$ cat config.mk
export PLATFORM = sky130hd
export DESIGN_NAME = rscp_ctrl
export DESIGN_NICKNAME = d
export VERILOG_FILES = /design/src/hdl/rscp_pkg.sv /design/src/hdl/rscp_ctrl.sv
export SDC_FILE = /design/constraint.sdc
export NUM_CORES = 1
export LEC_CHECK = 0
export BUFFER_PORTS_ARGS = -buffer_cell sky130_fd_sc_hd__buf_2
export CORE_AREA = 2 2 39 41
export DETAILED_ROUTE_END_ITERATION = 8
export DIE_AREA = 0 0 41 43
export PLACE_DENSITY = 0.35
export SLEW_MARGIN = 10
export SYNTH_ARGS = -nofsm -noshare
export SYNTH_HDL_FRONTEND = slang
export SYNTH_SLANG_ARGS = --single-unit
export TNS_END_PERCENT = 20
$ cat constraint.sdc
create_clock -name clk_i -period 1.5 [get_ports clk_i]
set_clock_uncertainty 0.2 [all_clocks]
set_input_delay 0.15 -clock clk_i [delete_from_list [all_inputs] [get_ports clk_i]]
set_output_delay 0.15 -clock clk_i [all_outputs]
set_load 0.01 [all_outputs]
$ cat src/hdl/rscp_pkg.sv
// ----------------------------------------------------------------------------
// rscp_pkg: shared types and constants of the resizing stack
// Holds reset defaults, field widths, status and register codes, and the
// command bundle that the controller hands to the datapath.
// ----------------------------------------------------------------------------
package rscp_pkg;

  localparam int MemDepthDef    = 1024;
  localparam int DataWidthDef   = 32;
  localparam int MinCapacityDef = 10;

  localparam int FracW    = 8;   // fractional bits of thresholds and ratios
  localparam int CfgW     = 16;  // width of one configuration register
  localparam int CfgIdxW  = 2;   // width of the register index
  localparam int StatW    = 2;
  localparam int EvtW     = 32;  // width of the resize event counter

  localparam logic [CfgW-1:0] FullThrRst   = 16'd256;
  localparam logic [CfgW-1:0] EmptyThrRst  = 16'd38;
  localparam logic [CfgW-1:0] GrowRatioRst = 16'd512;
  localparam logic [CfgW-1:0] ShrkRatioRst = 16'd128;

  typedef enum logic [StatW-1:0] {
    ST_OK    = 2'd0,
    ST_EMPTY = 2'd1,
    ST_FULL  = 2'd2
  } status_e;

  typedef enum logic {
    FUNC_PUSH = 1'b0,
    FUNC_POP  = 1'b1
  } func_e;

  typedef enum logic [CfgIdxW-1:0] {
    REG_FULL_THR   = 2'd0,
    REG_EMPTY_THR  = 2'd1,
    REG_GROW_RATIO = 2'd2,
    REG_SHRK_RATIO = 2'd3
  } cfg_idx_e;

  // Controller to datapath command bundle
  typedef struct packed {
    logic capture;   // latch the accepted operation
    logic mul;       // form threshold and ratio products
    logic upd;       // resize decision, stack update, memory access
    logic load;      // move the result into the output register
  } cmd_t;

endpackage

$ cat src/hdl/rscp_ctrl.sv
// ----------------------------------------------------------------------------
// rscp_ctrl: operation sequencer of the resizing stack
// Steps each accepted operation through multiply, update and result load,
// and owns the input stall and the output valid.
// ----------------------------------------------------------------------------
module rscp_ctrl (
  input  logic          clk_i,
  input  logic          rst_ni,
  input  logic          in_valid_i,
  output logic          in_stall_o,
  output logic          out_valid_o,
  input  logic          out_stall_i,
  output rscp_pkg::cmd_t cmd_o
);
  import rscp_pkg::*;

  typedef enum logic [1:0] {
    S_IDLE,
    S_MUL,
    S_UPD,
    S_OUT
  } state_e;

  state_e state_q;
  logic   out_valid_q;
  logic   out_free;

  // Output register can take a new result when empty or being drained
  assign out_free = !out_valid_q || !out_stall_i;

  always_comb begin
    cmd_o.capture = (state_q == S_IDLE) && in_valid_i;
    cmd_o.mul     = (state_q == S_MUL);
    cmd_o.upd     = (state_q == S_UPD);
    cmd_o.load    = (state_q == S_OUT) && out_free;
  end

  always_ff @(posedge clk_i or negedge rst_ni) begin
    if (!rst_ni) begin
      state_q     <= S_IDLE;
      out_valid_q <= 1'b0;
    end else begin
      // A new load wins over the drain of the previous result
      if (cmd_o.load) begin
        out_valid_q <= 1'b1;
      end else if (out_valid_q && !out_stall_i) begin
        out_valid_q <= 1'b0;
      end
      unique case (state_q)
        S_IDLE: begin
          if (in_valid_i) begin
            state_q <= S_MUL;
          end
        end
        S_MUL: state_q <= S_UPD;
        S_UPD: state_q <= S_OUT;
        S_OUT: begin
          if (out_free) begin
            state_q <= S_IDLE;
          end
        end
        default: state_q <= S_IDLE;
      endcase
    end
  end

  assign in_stall_o  = (state_q != S_IDLE);
  assign out_valid_o = out_valid_q;

endmodule

* Word-level counts from Yosys, hierarchy flattened
Index checks and enable logic that the tools add are counted.
** Word-level totals
- Output and inout port bits :: 6
- Logic and storage cells :: 22
- Register bits :: 3
- Input bits :: 4
** Operators by class
- Muxes and demuxes :: 5
- Reductions and logical operators :: 10
- Equality and inequality tests :: 5
** Operators by type and width (count)
- 2-bit case mux with 4 select lines :: 1
- 2-bit == test, second input constant :: 2
- 2-bit 2-to-1 mux :: 2
- 2-bit != test, second input constant :: 2
- 2-bit nonzero test :: 2
- 1-bit logical AND :: 3
- 2-bit by 1-bit == test with 1-bit output, second input constant :: 1
- 1-bit logical NOT :: 2
- 2-bit logical NOT :: 1
- 1-bit 2-to-1 mux :: 2
- 2-bit AND reduction :: 1
- 1-bit logical OR :: 1

* Longest topological paths before layout
Gate-level depths: netlist (run 1).
- Depth in word-level cells :: 4
- Mapped depth :: 5

* Worst setup path after synthesis (run 1)
OpenSTA, ideal clock, no wires.
- Kind :: flip-flop to flip-flop
- Start point :: reg state_q[0]
- End point :: reg state_q[1]
- Setup time :: 0.125 ns
- Data required time :: 1.175 ns
- Path buffers :: 0
- Arrival :: 1.182 ns
- Path slack :: -0.007 ns
- Stages on the path, launching flop included :: 6
- Cell sequence :: dfrtp_1 > inv_1 > ha_1 > inv_2 > o21ai_4 > mux2_4
** Between the ends
- Longest elaborated chain between the ends :: 3
** RTL lines
- from (decl) :: line rscp_ctrl.sv:24 : state_e state_q;
- from (signal assigned) :: line rscp_ctrl.sv:40 : state_q <= S_IDLE;
- from (signal assigned) :: line rscp_ctrl.sv:52 : state_q <= S_MUL;
- from (signal assigned) :: line rscp_ctrl.sv:55 : S_MUL: state_q <= S_UPD;
- 2-bit == test / 2-bit logical NOT (equally long branches) :: line rscp_ctrl.sv:49 : unique case (state_q)
- 2-bit != test (no source line)
- 2-bit AND reduction (no source line)
Parallel ways exist; a longest one is shown, timed or not.
A chain may end at the register's enable or synchronous reset.

==> results.cfg, run 1 <==
[clocking]
clkSinkCount = 3
cts_tree = done
cts_buffers = 3
clock_path_buffers = 2
clkLatencyLatePin_ns = 0.23
ctsRootBufferMaster = clkbuf_4
clkTransAtPathRegs_ns = 0.04
htreeDepth = 1

[outcome]
status = completed

[global_routing]
antenna_found_initial = 0
grt_max_degree = 5
grt_pass1_vias = 196
grtUsageTotal_pct = 7.021
grt_overflow_total = 0
grt_first_pass_wirelength_um = 772

[drt]
avgViaCountPerCell = 3.800
vias = 209
dr.pass1.iters = 2
drc_errors = 0
drtIter0Drc = 2
routed_wirelength_um = 487
drtAntennaViolNets = 0
wire_per_inst_um = 8.855

[synthesis]
synthCells = 19
ys_ff_latch = 3
synth.net_count = 28
yosysUniqueCellTypes = 12
yosysWarnings = 0
yosysSeqAreaShare_pct = 33.33
netlist_area_um2 = 225.2
syn_avg_cell_area_um2 = 11.85

[floorplanning]
start_util_pct = 16.27
die_area_mm2 = 0.001763
die_y_um = 43
pin_count = 10
core_mm2 = 0.001384
rows = 14
die_w_um = 41

[cells_and_area]
fin_util_pct = 30.92
nNetsFinal = 49
layout-drive-gt1-share_pct = 74.36
diodes = 0
syn2layout_area_growth_pct = 90.00

[pwr]
internal_power_uw = 578.0
pwr-share-clk_pct = 15.2
p_sw_uw = 349.2
power_density_mw_per_mm2 = 2167
vdd_drop_max_v = 0.0009736
power_leakage_nw = 0.2059
p_sw_share_pct = 37.66
power_frac_seq_pct = 18.7
comb_power_share_pct = 66.1

[place]
pre_cts_slack_ns = 0.001749
place_congestion = 0.7187
port-buffer-count = 9
hpwl_um = 363.6

[setup_path]
arrival_ns = 1.13
timing.rr.end = state_q[1]$_DFFE_PN0P_
path_class = reg2out
reg2reg_depth = 5
end_kind = output pin
startpoint_type = flop
reg2reg_slack_ns = 0.06
reg2reg_from = state_q[1]$_DFFE_PN0P_
required_ns = 1.15
cp_max_fo = 3
cp-startpoint = state_q[1]$_DFFE_PN0P_
crit_end = cmd_o[0]

[sta]
rsz0062_at_grt = true
period_minus_slack_ns = 1.484
final.period_utilization_pct = 98.93
finalWorstSetupSlack_ns = 0.01612
max_slew_margin_pct = 90.42
setup_viol = 0
max_freq_ghz = 0.6739
worst_slew_pin_slew_ns = 0.1409
slew_viol_final = 0
hold_viol = 0
finalSetupTns_ns = 0

[job]
drv_cap = 0

[hold_path]
hold_class = in2async
-- timing repair --
item / in CTS / in global routing
setup buffers: 1 / 0
pin swaps: 0 / 2
setup endpoints to repair: 4 / 6
hold buffers: 2 / 0
gates resized for setup: 3 / 10
endpoints found under the hold margin: 4 / 0
-- stage by stage --
| step | cell area (um^2) | hold WS, ns | total power [mW] | instances |
|---|---|---|---|---|
| detailed placement | 320.3 | -0.2536 | 0.6331 | 48 |
| CTS | 381.6 | 0.03576 | 0.8178 | 55 |
| finish | 427.9 | 0.04075 | 0.9272 | 55 |
| global route | 427.9 | 0.03802 | 1.033 | 55 |
| global placement | 320.3 | -0.2503 | 0.6352 | 48 |
| floorplan | 225.2 | -0.3456 | 0.4402 | 19 |
-- power groups by stage --
stage          sequential (mW)  clock [mW]  combinational [mW]
2_1_floorplan            0.169           0               0.271
3_3_place_gp             0.167           0               0.468
3_5_place_dp             0.172           0               0.461
4_1_cts                  0.168       0.149               0.501
5_1_grt                  0.183       0.160               0.690
6_report                 0.173       0.141               0.613
-- cells in the mapped netlist --
master | instances | share of area, %
ha_1 | 5 | 28
o21ai_4 | 1 | 7.2
dfrtp_1 | 3 | 33
nor2_1 | 1 | 1.7
nand3_2 | 1 | 4.4
a21boi_0 | 1 | 3.3
inv_2 | 1 | 1.7
a21o_1 | 1 | 3.3
mux2_4 | 1 | 6.7
inv_1 | 2 | 3.3
mux2i_1 | 1 | 4.4
and2_1 | 1 | 2.8
-- layout make-up --
type	count	area, um^2
clock buffers	4	26.28
fillers	142	955.9
inverters	3	11.26
multi-input cells	13	176.4
flip-flops and latches	3	75.07
well taps	16	20.02
repair buffers	16	118.9
-- worst max-delay path, cell delays in order (launching register included) --
cell	delay, ns
dfrtp_1	0.41
ha_2	0.22
a21boi_2	0.14
buf_2	0.14
-- worst min-delay path by stage --
| stage | to | slack, ns | cells past startpoint |
|---|---|---|---|
| after floorplan | out_valid_o$_DFFE_PN0P_ | -0.35 | 0 |
| after global placement | out_valid_o$_DFFE_PN0P_ | -0.25 | 1 |
| after global routing | state_q[1]$_DFFE_PN0P_ | 0.04 | 2 |
| after CTS | out_valid_o$_DFFE_PN0P_ | 0.04 | 2 |
| final | out_valid_o$_DFFE_PN0P_ | 0.04 | 2 |
| after detailed placement | out_valid_o$_DFFE_PN0P_ | -0.25 | 1 |
-- logic make-up after synthesis --
kind of cell	after synthesis	share of synthesized area (%)
AOI/OAI and AO/OA	3	13.89
adders and majority gates	5	27.78
buffers and inverters	3	5.000
DFF	3	33.33
muxes	2	11.11
and+or+nand+nor	3	8.889
-- cell usage in the layout, fill, tap and decap left out --
cell type      count
a21boi_2           1
a21o_1             1
and2_1             1
buf_2              7
buf_4              4
buf_6              3
clkbuf_1           1
clkbuf_4           3
dfrtp_1            3
dlygate4sd3_1      2
ha_1               1
ha_2               2
ha_4               2
inv_2              3
mux2_4             1
mux2i_2            1
nand3_2            1
nor2_1             1
o21ai_4            1
-- routing by layer --
metal | up-vias | GRT usage, % | share of wire, %
met2 | 9 | 8.438 | 42
li1 | 106 | - | -
met4 | 0 | 4.000 | 0
met5 | - | 0 | 0
met1 | 94 | 8.013 | 47
met3 | 0 | 6.283 | 11
-- registers in the layout, summed over array words and instances (netlist names) --
| name | cells |
|---|---|
| state_q | 2 |
| out_valid_o | 1 |
No activity file was read; power rests on OpenSTA's default activity.
==> run 2, diff against run 1 <==
--- a/config.mk
+++ b/config.mk
@@ -9,7 +9,7 @@
 export CORE_AREA = 2 2 39 41
 export DETAILED_ROUTE_END_ITERATION = 8
 export DIE_AREA = 0 0 41 43
-export PLACE_DENSITY = 0.35
+export PLACE_DENSITY = 0.34
 export SLEW_MARGIN = 10
 export SYNTH_ARGS = -nofsm -noshare
 export SYNTH_HDL_FRONTEND = slang
==> constraint.sdc (replaced) <==
create_clock -name clk_i -period 1.9 [get_ports clk_i]
set_clock_uncertainty 0.2 [all_clocks]
set_input_delay 0.19 -clock clk_i [delete_from_list [all_inputs] [get_ports clk_i]]
set_output_delay 0.19 -clock clk_i [all_outputs]
set_load 0.01 [all_outputs]
==> run 2 against run 1 <==
Against the previous run: utilization fell by 7.3 points; via count fell by 16%; clock power fell by 22%; design area fell by 24%; highest routed layer is now met4; largest power group unchanged; sequential power fell by 23%; critical endpoint is now cmd_o[3]; worst hold slack got worse by 0.028 ns; sequential share of layout area up 5.4 points.
==> results.cfg, run 2 (synthesis results as in run 1) <==
[cells_and_area]
fin_area_um2 = 326.6
final_common_cell = buf_2
fin_util_pct = 23.60
layout-drive-gt1-share_pct = 48.48
diodes = 0
syn2layout_area_growth_pct = 45.00
nNetsFinal = 43
regMostFlops = state_q
layout_common_cells = 9 x buf_2, 5 x ha_1, 3 x clkbuf_4, 3 x dfrtp_1, 2 x inv_1
largest_reg_flops = 2

[floorplanning]
die_w_um = 41
core_mm2 = 0.001384
rows = 14
die_y_um = 43
die_area_mm2 = 0.001763
start_util_pct = 16.27
pin_count = 10

[clocking]
cts_buffers = 3
cts_tree = done
clock_path_buffers = 2
clkSinkCount = 3
htreeDepth = 1
clkTransAtPathRegs_ns = 0.04
ctsRootBufferMaster = clkbuf_4
cts-resized-gates = 0
cts_setup_buffers = 0
clkLatencyLatePin_ns = 0.23

[global_routing]
grtUsageTotal_pct = 6.520
gr-usage-met2_pct = 8.125
grtUsageMet3_pct = 1.571
grt_overflow_total = 0
met1_usage_pct = 5.769
busiest_layer = met4
grt_pass1_vias = 174
grt_first_pass_wirelength_um = 634
antenna_found_initial = 0
grt_max_degree = 5

[sta]
finalSetupTns_ns = 0
hold_viol = 0
final.period_utilization_pct = 83.33
setup_viol = 0
finalWorstSetupSlack_ns = 0.3167
rsz0062_at_grt = false
hold_ws_ns = 0.01268
max_slew_margin_pct = 89.59
slew_viol_final = 0
period_minus_slack_ns = 1.583
max_freq_ghz = 0.6316
worst_slew_pin_slew_ns = 0.1517

[pwr]
vdd_drop_max_v = 0.0004785
power_frac_seq_pct = 24.6
power_density_mw_per_mm2 = 1659
pwr-share-clk_pct = 20.3
p_sw_uw = 216.0
power_leakage_nw = 0.1764
internal_power_uw = 325.9
comb_power_share_pct = 55.1
p_sw_share_pct = 39.86

[setup_path]
path_class = reg2out
slowest_stage = dfrtp_1
arrival_ns = 1.19
path_buf_inv = 2
path_delay_family = flip-flops
cp_max_fo = 4
worstPathCellList = inv_1 -> ha_1 -> and2_1 -> buf_2
required_ns = 1.51
startpoint_type = flop
cpPeakStageDelay_ns = 0.37
end_kind = output pin

[hold_path]
hold_class = in2reg

[drt]
routed_wirelength_um = 461
dr.pass1.iters = 2
drtIter0Drc = 2
wire_per_inst_um = 9.408
drc_errors = 0
avgViaCountPerCell = 3.592
vias = 176
drtAntennaViolNets = 0

[place]
hpwl_um = 373.6
place_congestion = 0.6189
post_dp_cell_area_um2 = 290.3
port-buffer-count = 9
pre_cts_slack_ns = 0.3140

[outcome]
status = completed

[job]
drv_cap = 0
==> run 2: changes by cell type in the layout (fill, tap and decap cells not counted) <==
cell	change
buf_4	-4
ha_1	+4
buf_6	-3
buf_2	+2
ha_2	-2
ha_4	-2
inv_1	+2
inv_2	-2
a21boi_0	+1
a21boi_2	-1
dlygate4sd3_1	-1
mux2i_1	+1
mux2i_2	-1
==> run 2: through the flow <==
stage / instances / total power, mW
2_1_floorplan: 19 / 0.3449
3_3_place_gp: 44 / 0.4325
3_5_place_dp: 44 / 0.4371
4_1_cts: 49 / 0.5581
5_1_grt: 49 / 0.5990
6_report: 49 / 0.5419
==> run 2: worst paths after layout <==
path	start	to	slack (ns)	cells after the start
setup / recovery	state_q[0]$_DFFE_PN0P_	cmd_o[3]	0.32	4
hold reg to reg	out_valid_o$_DFFE_PN0P_	out_valid_o$_DFFE_PN0P_	0.34	1
hold / removal	out_stall_i	out_valid_o$_DFFE_PN0P_	0.01	2
min in group asynchronous	rst_ni	out_valid_o$_DFFE_PN0P_	0.09	2
setup reg to reg	state_q[0]$_DFFE_PN0P_	state_q[1]$_DFFE_PN0P_	0.34	5
max in group asynchronous	rst_ni	state_q[0]$_DFFE_PN0P_	1.30	2
==> run 2: repair_timing <==
item | CTS | global route
setup endpoints to repair | 0 | 0
endpoints found under the hold margin | 3 | 0
hold buffers | 1 | 0
==> run 2: power groups by stage <==
| stage | combinational (mW) | sequential [mW] | clock (mW) |
|---|---|---|---|
| after floorplan | 0.213 | 0.132 | 0 |
| after global placement | 0.298 | 0.134 | 0 |
| after detailed placement | 0.302 | 0.135 | 0 |
| after CTS | 0.308 | 0.134 | 0.116 |
| after global routing | 0.336 | 0.141 | 0.122 |
| final | 0.299 | 0.134 | 0.110 |
==> run 2: per-layer routing <==
layer  share of wire [%]  routed length [um]
met5                   0                   0
met4                 5.0                  23
met1                  41                 187
met2                  48                 220
met3                 6.3                  29
==> run 2: final cells by class <==
cell class | instances | area, um^2
inverters | 3 | 11.26
flip-flops and latches | 3 | 75.07
clock buffers | 4 | 26.28
multi-input cells | 13 | 138.9
repair buffers | 10 | 55.05
well taps | 16 | 20.02
fillers | 151 | 1057
==> run 3, diff against run 2 <==
--- a/config.mk
+++ b/config.mk
@@ -5,11 +5,12 @@
 export SDC_FILE = /design/constraint.sdc
 export NUM_CORES = 1
 export LEC_CHECK = 0
+export ABC_AREA = 1
 export BUFFER_PORTS_ARGS = -buffer_cell sky130_fd_sc_hd__buf_2
 export CORE_AREA = 2 2 39 41
 export DETAILED_ROUTE_END_ITERATION = 8
 export DIE_AREA = 0 0 41 43
-export PLACE_DENSITY = 0.34
+export PLACE_DENSITY = 0.35
 export SLEW_MARGIN = 10
 export SYNTH_ARGS = -nofsm -noshare
 export SYNTH_HDL_FRONTEND = slang
==> constraint.sdc (replaced) <==
create_clock -name clk_i -period 1.6 [get_ports clk_i]
set_clock_uncertainty 0.2 [all_clocks]
set_input_delay 0.16 -clock clk_i [delete_from_list [all_inputs] [get_ports clk_i]]
set_output_delay 0.16 -clock clk_i [all_outputs]
set_load 0.01 [all_outputs]
==> run 3 against run 2 <==
Against the previous run: utilization grew 2.4 points; global-route usage grew 1.4 points; total power grew 24%; largest power group unchanged; setup slack lost 0.23 ns; combinational power grew 26%; final cell count grew 27%; non-clock buffer count grew 2; worst hold slack gained 0.038 ns; critical path type unchanged.
==> results.cfg, run 3 <==
[synthesis]
synthMuxAreaShare_pct = 0
synth_top_family_by_area = adder cells
synth_edf_count = 0
synthSimpleGateAreaFrac_pct = 26.60
netlist_area_um2 = 235.2
yosysWarnings = 0
yosysTopAreaCell = dfrtp_1
async_flop_share_pct = 100.0
synth.net_count = 39
synth_xor_area_share_pct = 0
synth_top_cells_by_count = 8 x inv_1, 8 x nand2_1, 5 x ha_1, 3 x dfrtp_1
synth-compound-area-share_pct = 2.128
ys_ff_latch = 3
syn_avg_cell_area_um2 = 7.841
synth_top_flop_cell = dfrtp_1
synth.top_cells.by_area = dfrtp_1 32%, ha_1 27%, inv_1 13%
yosysTopAreaCellShare_pct = 31.91
synthCells = 30
synthAdderAreaFrac_pct = 26.60
yosysSeqAreaShare_pct = 31.91
yosysUniqueCellTypes = 8

[clocking]
htreeDepth = 1
cts_tree = done
clock_path_buffers = 2
ctsRootBufferMaster = clkbuf_4
clkTransAtPathRegs_ns = 0.04
clkLatencyLatePin_ns = 0.23
clkSinkCount = 3
cts_buffers = 3

[setup_path]
reg2reg_depth = 6
timing.rr.end = state_q[0]$_DFFE_PN0P_
cp_max_fo = 4
arrival_ns = 1.15
required_ns = 1.24
path_delay_family = flip-flops
reg2reg_from = state_q[0]$_DFFE_PN0P_
slowest_stage = dfrtp_1
end_kind = output pin
startpoint_type = flop
cpPeakStageDelay_ns = 0.41
reg2reg_slack_ns = 0.35
path_class = reg2out
path_buf_inv = 3
worstPathCellList = inv_2 -> ha_2 -> nand2_1 -> inv_1 -> buf_2

[drt]
wire_per_inst_um = 8.161
vias = 223
drtAntennaViolNets = 0
dr.pass1.iters = 3
avgViaCountPerCell = 3.597
drtIter0Drc = 1
drc_errors = 0
routed_wirelength_um = 506

[pwr]
power_frac_seq_pct = 24.3
pwr-share-clk_pct = 19.7
vdd_drop_max_v = 0.0005026
power_leakage_nw = 0.2129
power_density_mw_per_mm2 = 1875
comb_power_share_pct = 56.0
p_sw_share_pct = 43.92
internal_power_uw = 377.5
p_sw_uw = 295.7

[cells_and_area]
regMostFlops = state_q
fillers = 166
final_common_cell = buf_2
diodes = 0
largest_reg_flops = 2
regArea_um2 = 75.07
multiInputGateArea_um2 = 135.1
layout-drive-gt1-share_pct = 43.48
layout_common_cells = 9 x buf_2, 8 x nand2_1, 6 x inv_1
syn2layout_area_growth_pct = 52.66
nNetsFinal = 56

[sta]
hold_viol = 0
max_slew_margin_pct = 89.37
slew_viol_final = 0
rsz0062_at_grt = false
setup_viol = 0
final.period_utilization_pct = 94.40
max_freq_ghz = 0.6621
finalSetupTns_ns = 0
worst_slew_pin_slew_ns = 0.1595
hold_ws_ns = 0.05093
period_minus_slack_ns = 1.510

[global_routing]
grt_overflow_total = 0
grtUsageTotal_pct = 7.956
grt_pass1_vias = 220
grt_first_pass_wirelength_um = 855
antenna_found_initial = 0
grt_max_degree = 5

[floorplanning]
die_w_um = 41
die_area_mm2 = 0.001763
start_util_pct = 17.00
die_y_um = 43
pin_count = 10
core_mm2 = 0.001384
rows = 14

[outcome]
status = completed

[place]
hpwl_um = 387.8
place_congestion = 0.6169
port-buffer-count = 9

[hold_path]
hold_class = in2async

[job]
drv_cap = 0
-- run 3: worst max path at each step --
stage | slack (ns) | cells past startpoint | startpoint | end
2_1_floorplan | 0.39 | 6 | state_q[0]$_DFFE_PN0P_ | state_q[0]$_DFFE_PN0P_
3_3_place_gp | 0.29 | 5 | state_q[1]$_DFFE_PN0P_ | cmd_o[3]
3_5_place_dp | 0.27 | 6 | state_q[0]$_DFFE_PN0P_ | state_q[0]$_DFFE_PN0P_
4_1_cts | 0.02 | 5 | state_q[0]$_DFFE_PN0P_ | cmd_o[3]
5_1_grt | 0.003 | 4 | state_q[0]$_DFFE_PN0P_ | cmd_o[0]
6_report | 0.09 | 5 | state_q[0]$_DFFE_PN0P_ | cmd_o[3]
-- run 3: logic make-up after synthesis --
family          after synthesis
buf+inv                       8
flops                         3
compound gates                1
simple gates                 13
fa+ha+maj                     5
-- run 3: layout make-up --
class / count / share of cell area [%]
clock buffers: 4 / 7.317
inverters: 8 / 8.362
multi-input cells: 19 / 37.63
flip-flops and latches: 3 / 20.91
well taps: 16 / 5.575
repair buffers: 12 / 20.21
-- run 3: power groups by stage --
stage | clock [mW] | sequential, mW | combinational [mW]
detailed placement | 0 | 0.162 | 0.352
floorplan | 0 | 0.157 | 0.235
CTS | 0.140 | 0.162 | 0.357
global route | 0.147 | 0.172 | 0.436
global placement | 0 | 0.160 | 0.355
finish | 0.133 | 0.164 | 0.377
-- run 3: metal layers --
| metal | global-route usage [%] | vias to the layer above | routed length (um) |
|---|---|---|---|
| li1 | - | 120 | - |
| met5 | 0 | - | 0 |
| met4 | 8.000 | 0 | 0 |
| met1 | 9.091 | 96 | 238 |
| met3 | 4.712 | 0 | 29 |
| met2 | 9.375 | 7 | 238 |
-- run 3: through the flow --
step	cell area, um^2	setup WS (ns)	total power, mW	instances	util (%)
finish	359.1	0.08954	0.6732	62	25.95
global route	359.1	0.002862	0.7548	62	25.95
CTS	346.6	0.01702	0.6592	61	25.05
detailed placement	300.3	0.2692	0.5140	55	21.70
global placement	300.3	0.2911	0.5152	55	21.70
floorplan	235.2	0.3908	0.3920	30	-
-- run 3: what timing repair did --
action                     in CTS  in global routing
hold buffers                    2                  0
setup endpoints to repair       0                  2
hold endpoints to repair        4                  0
resized for setup               0                  4
buffers inserted                0                  1
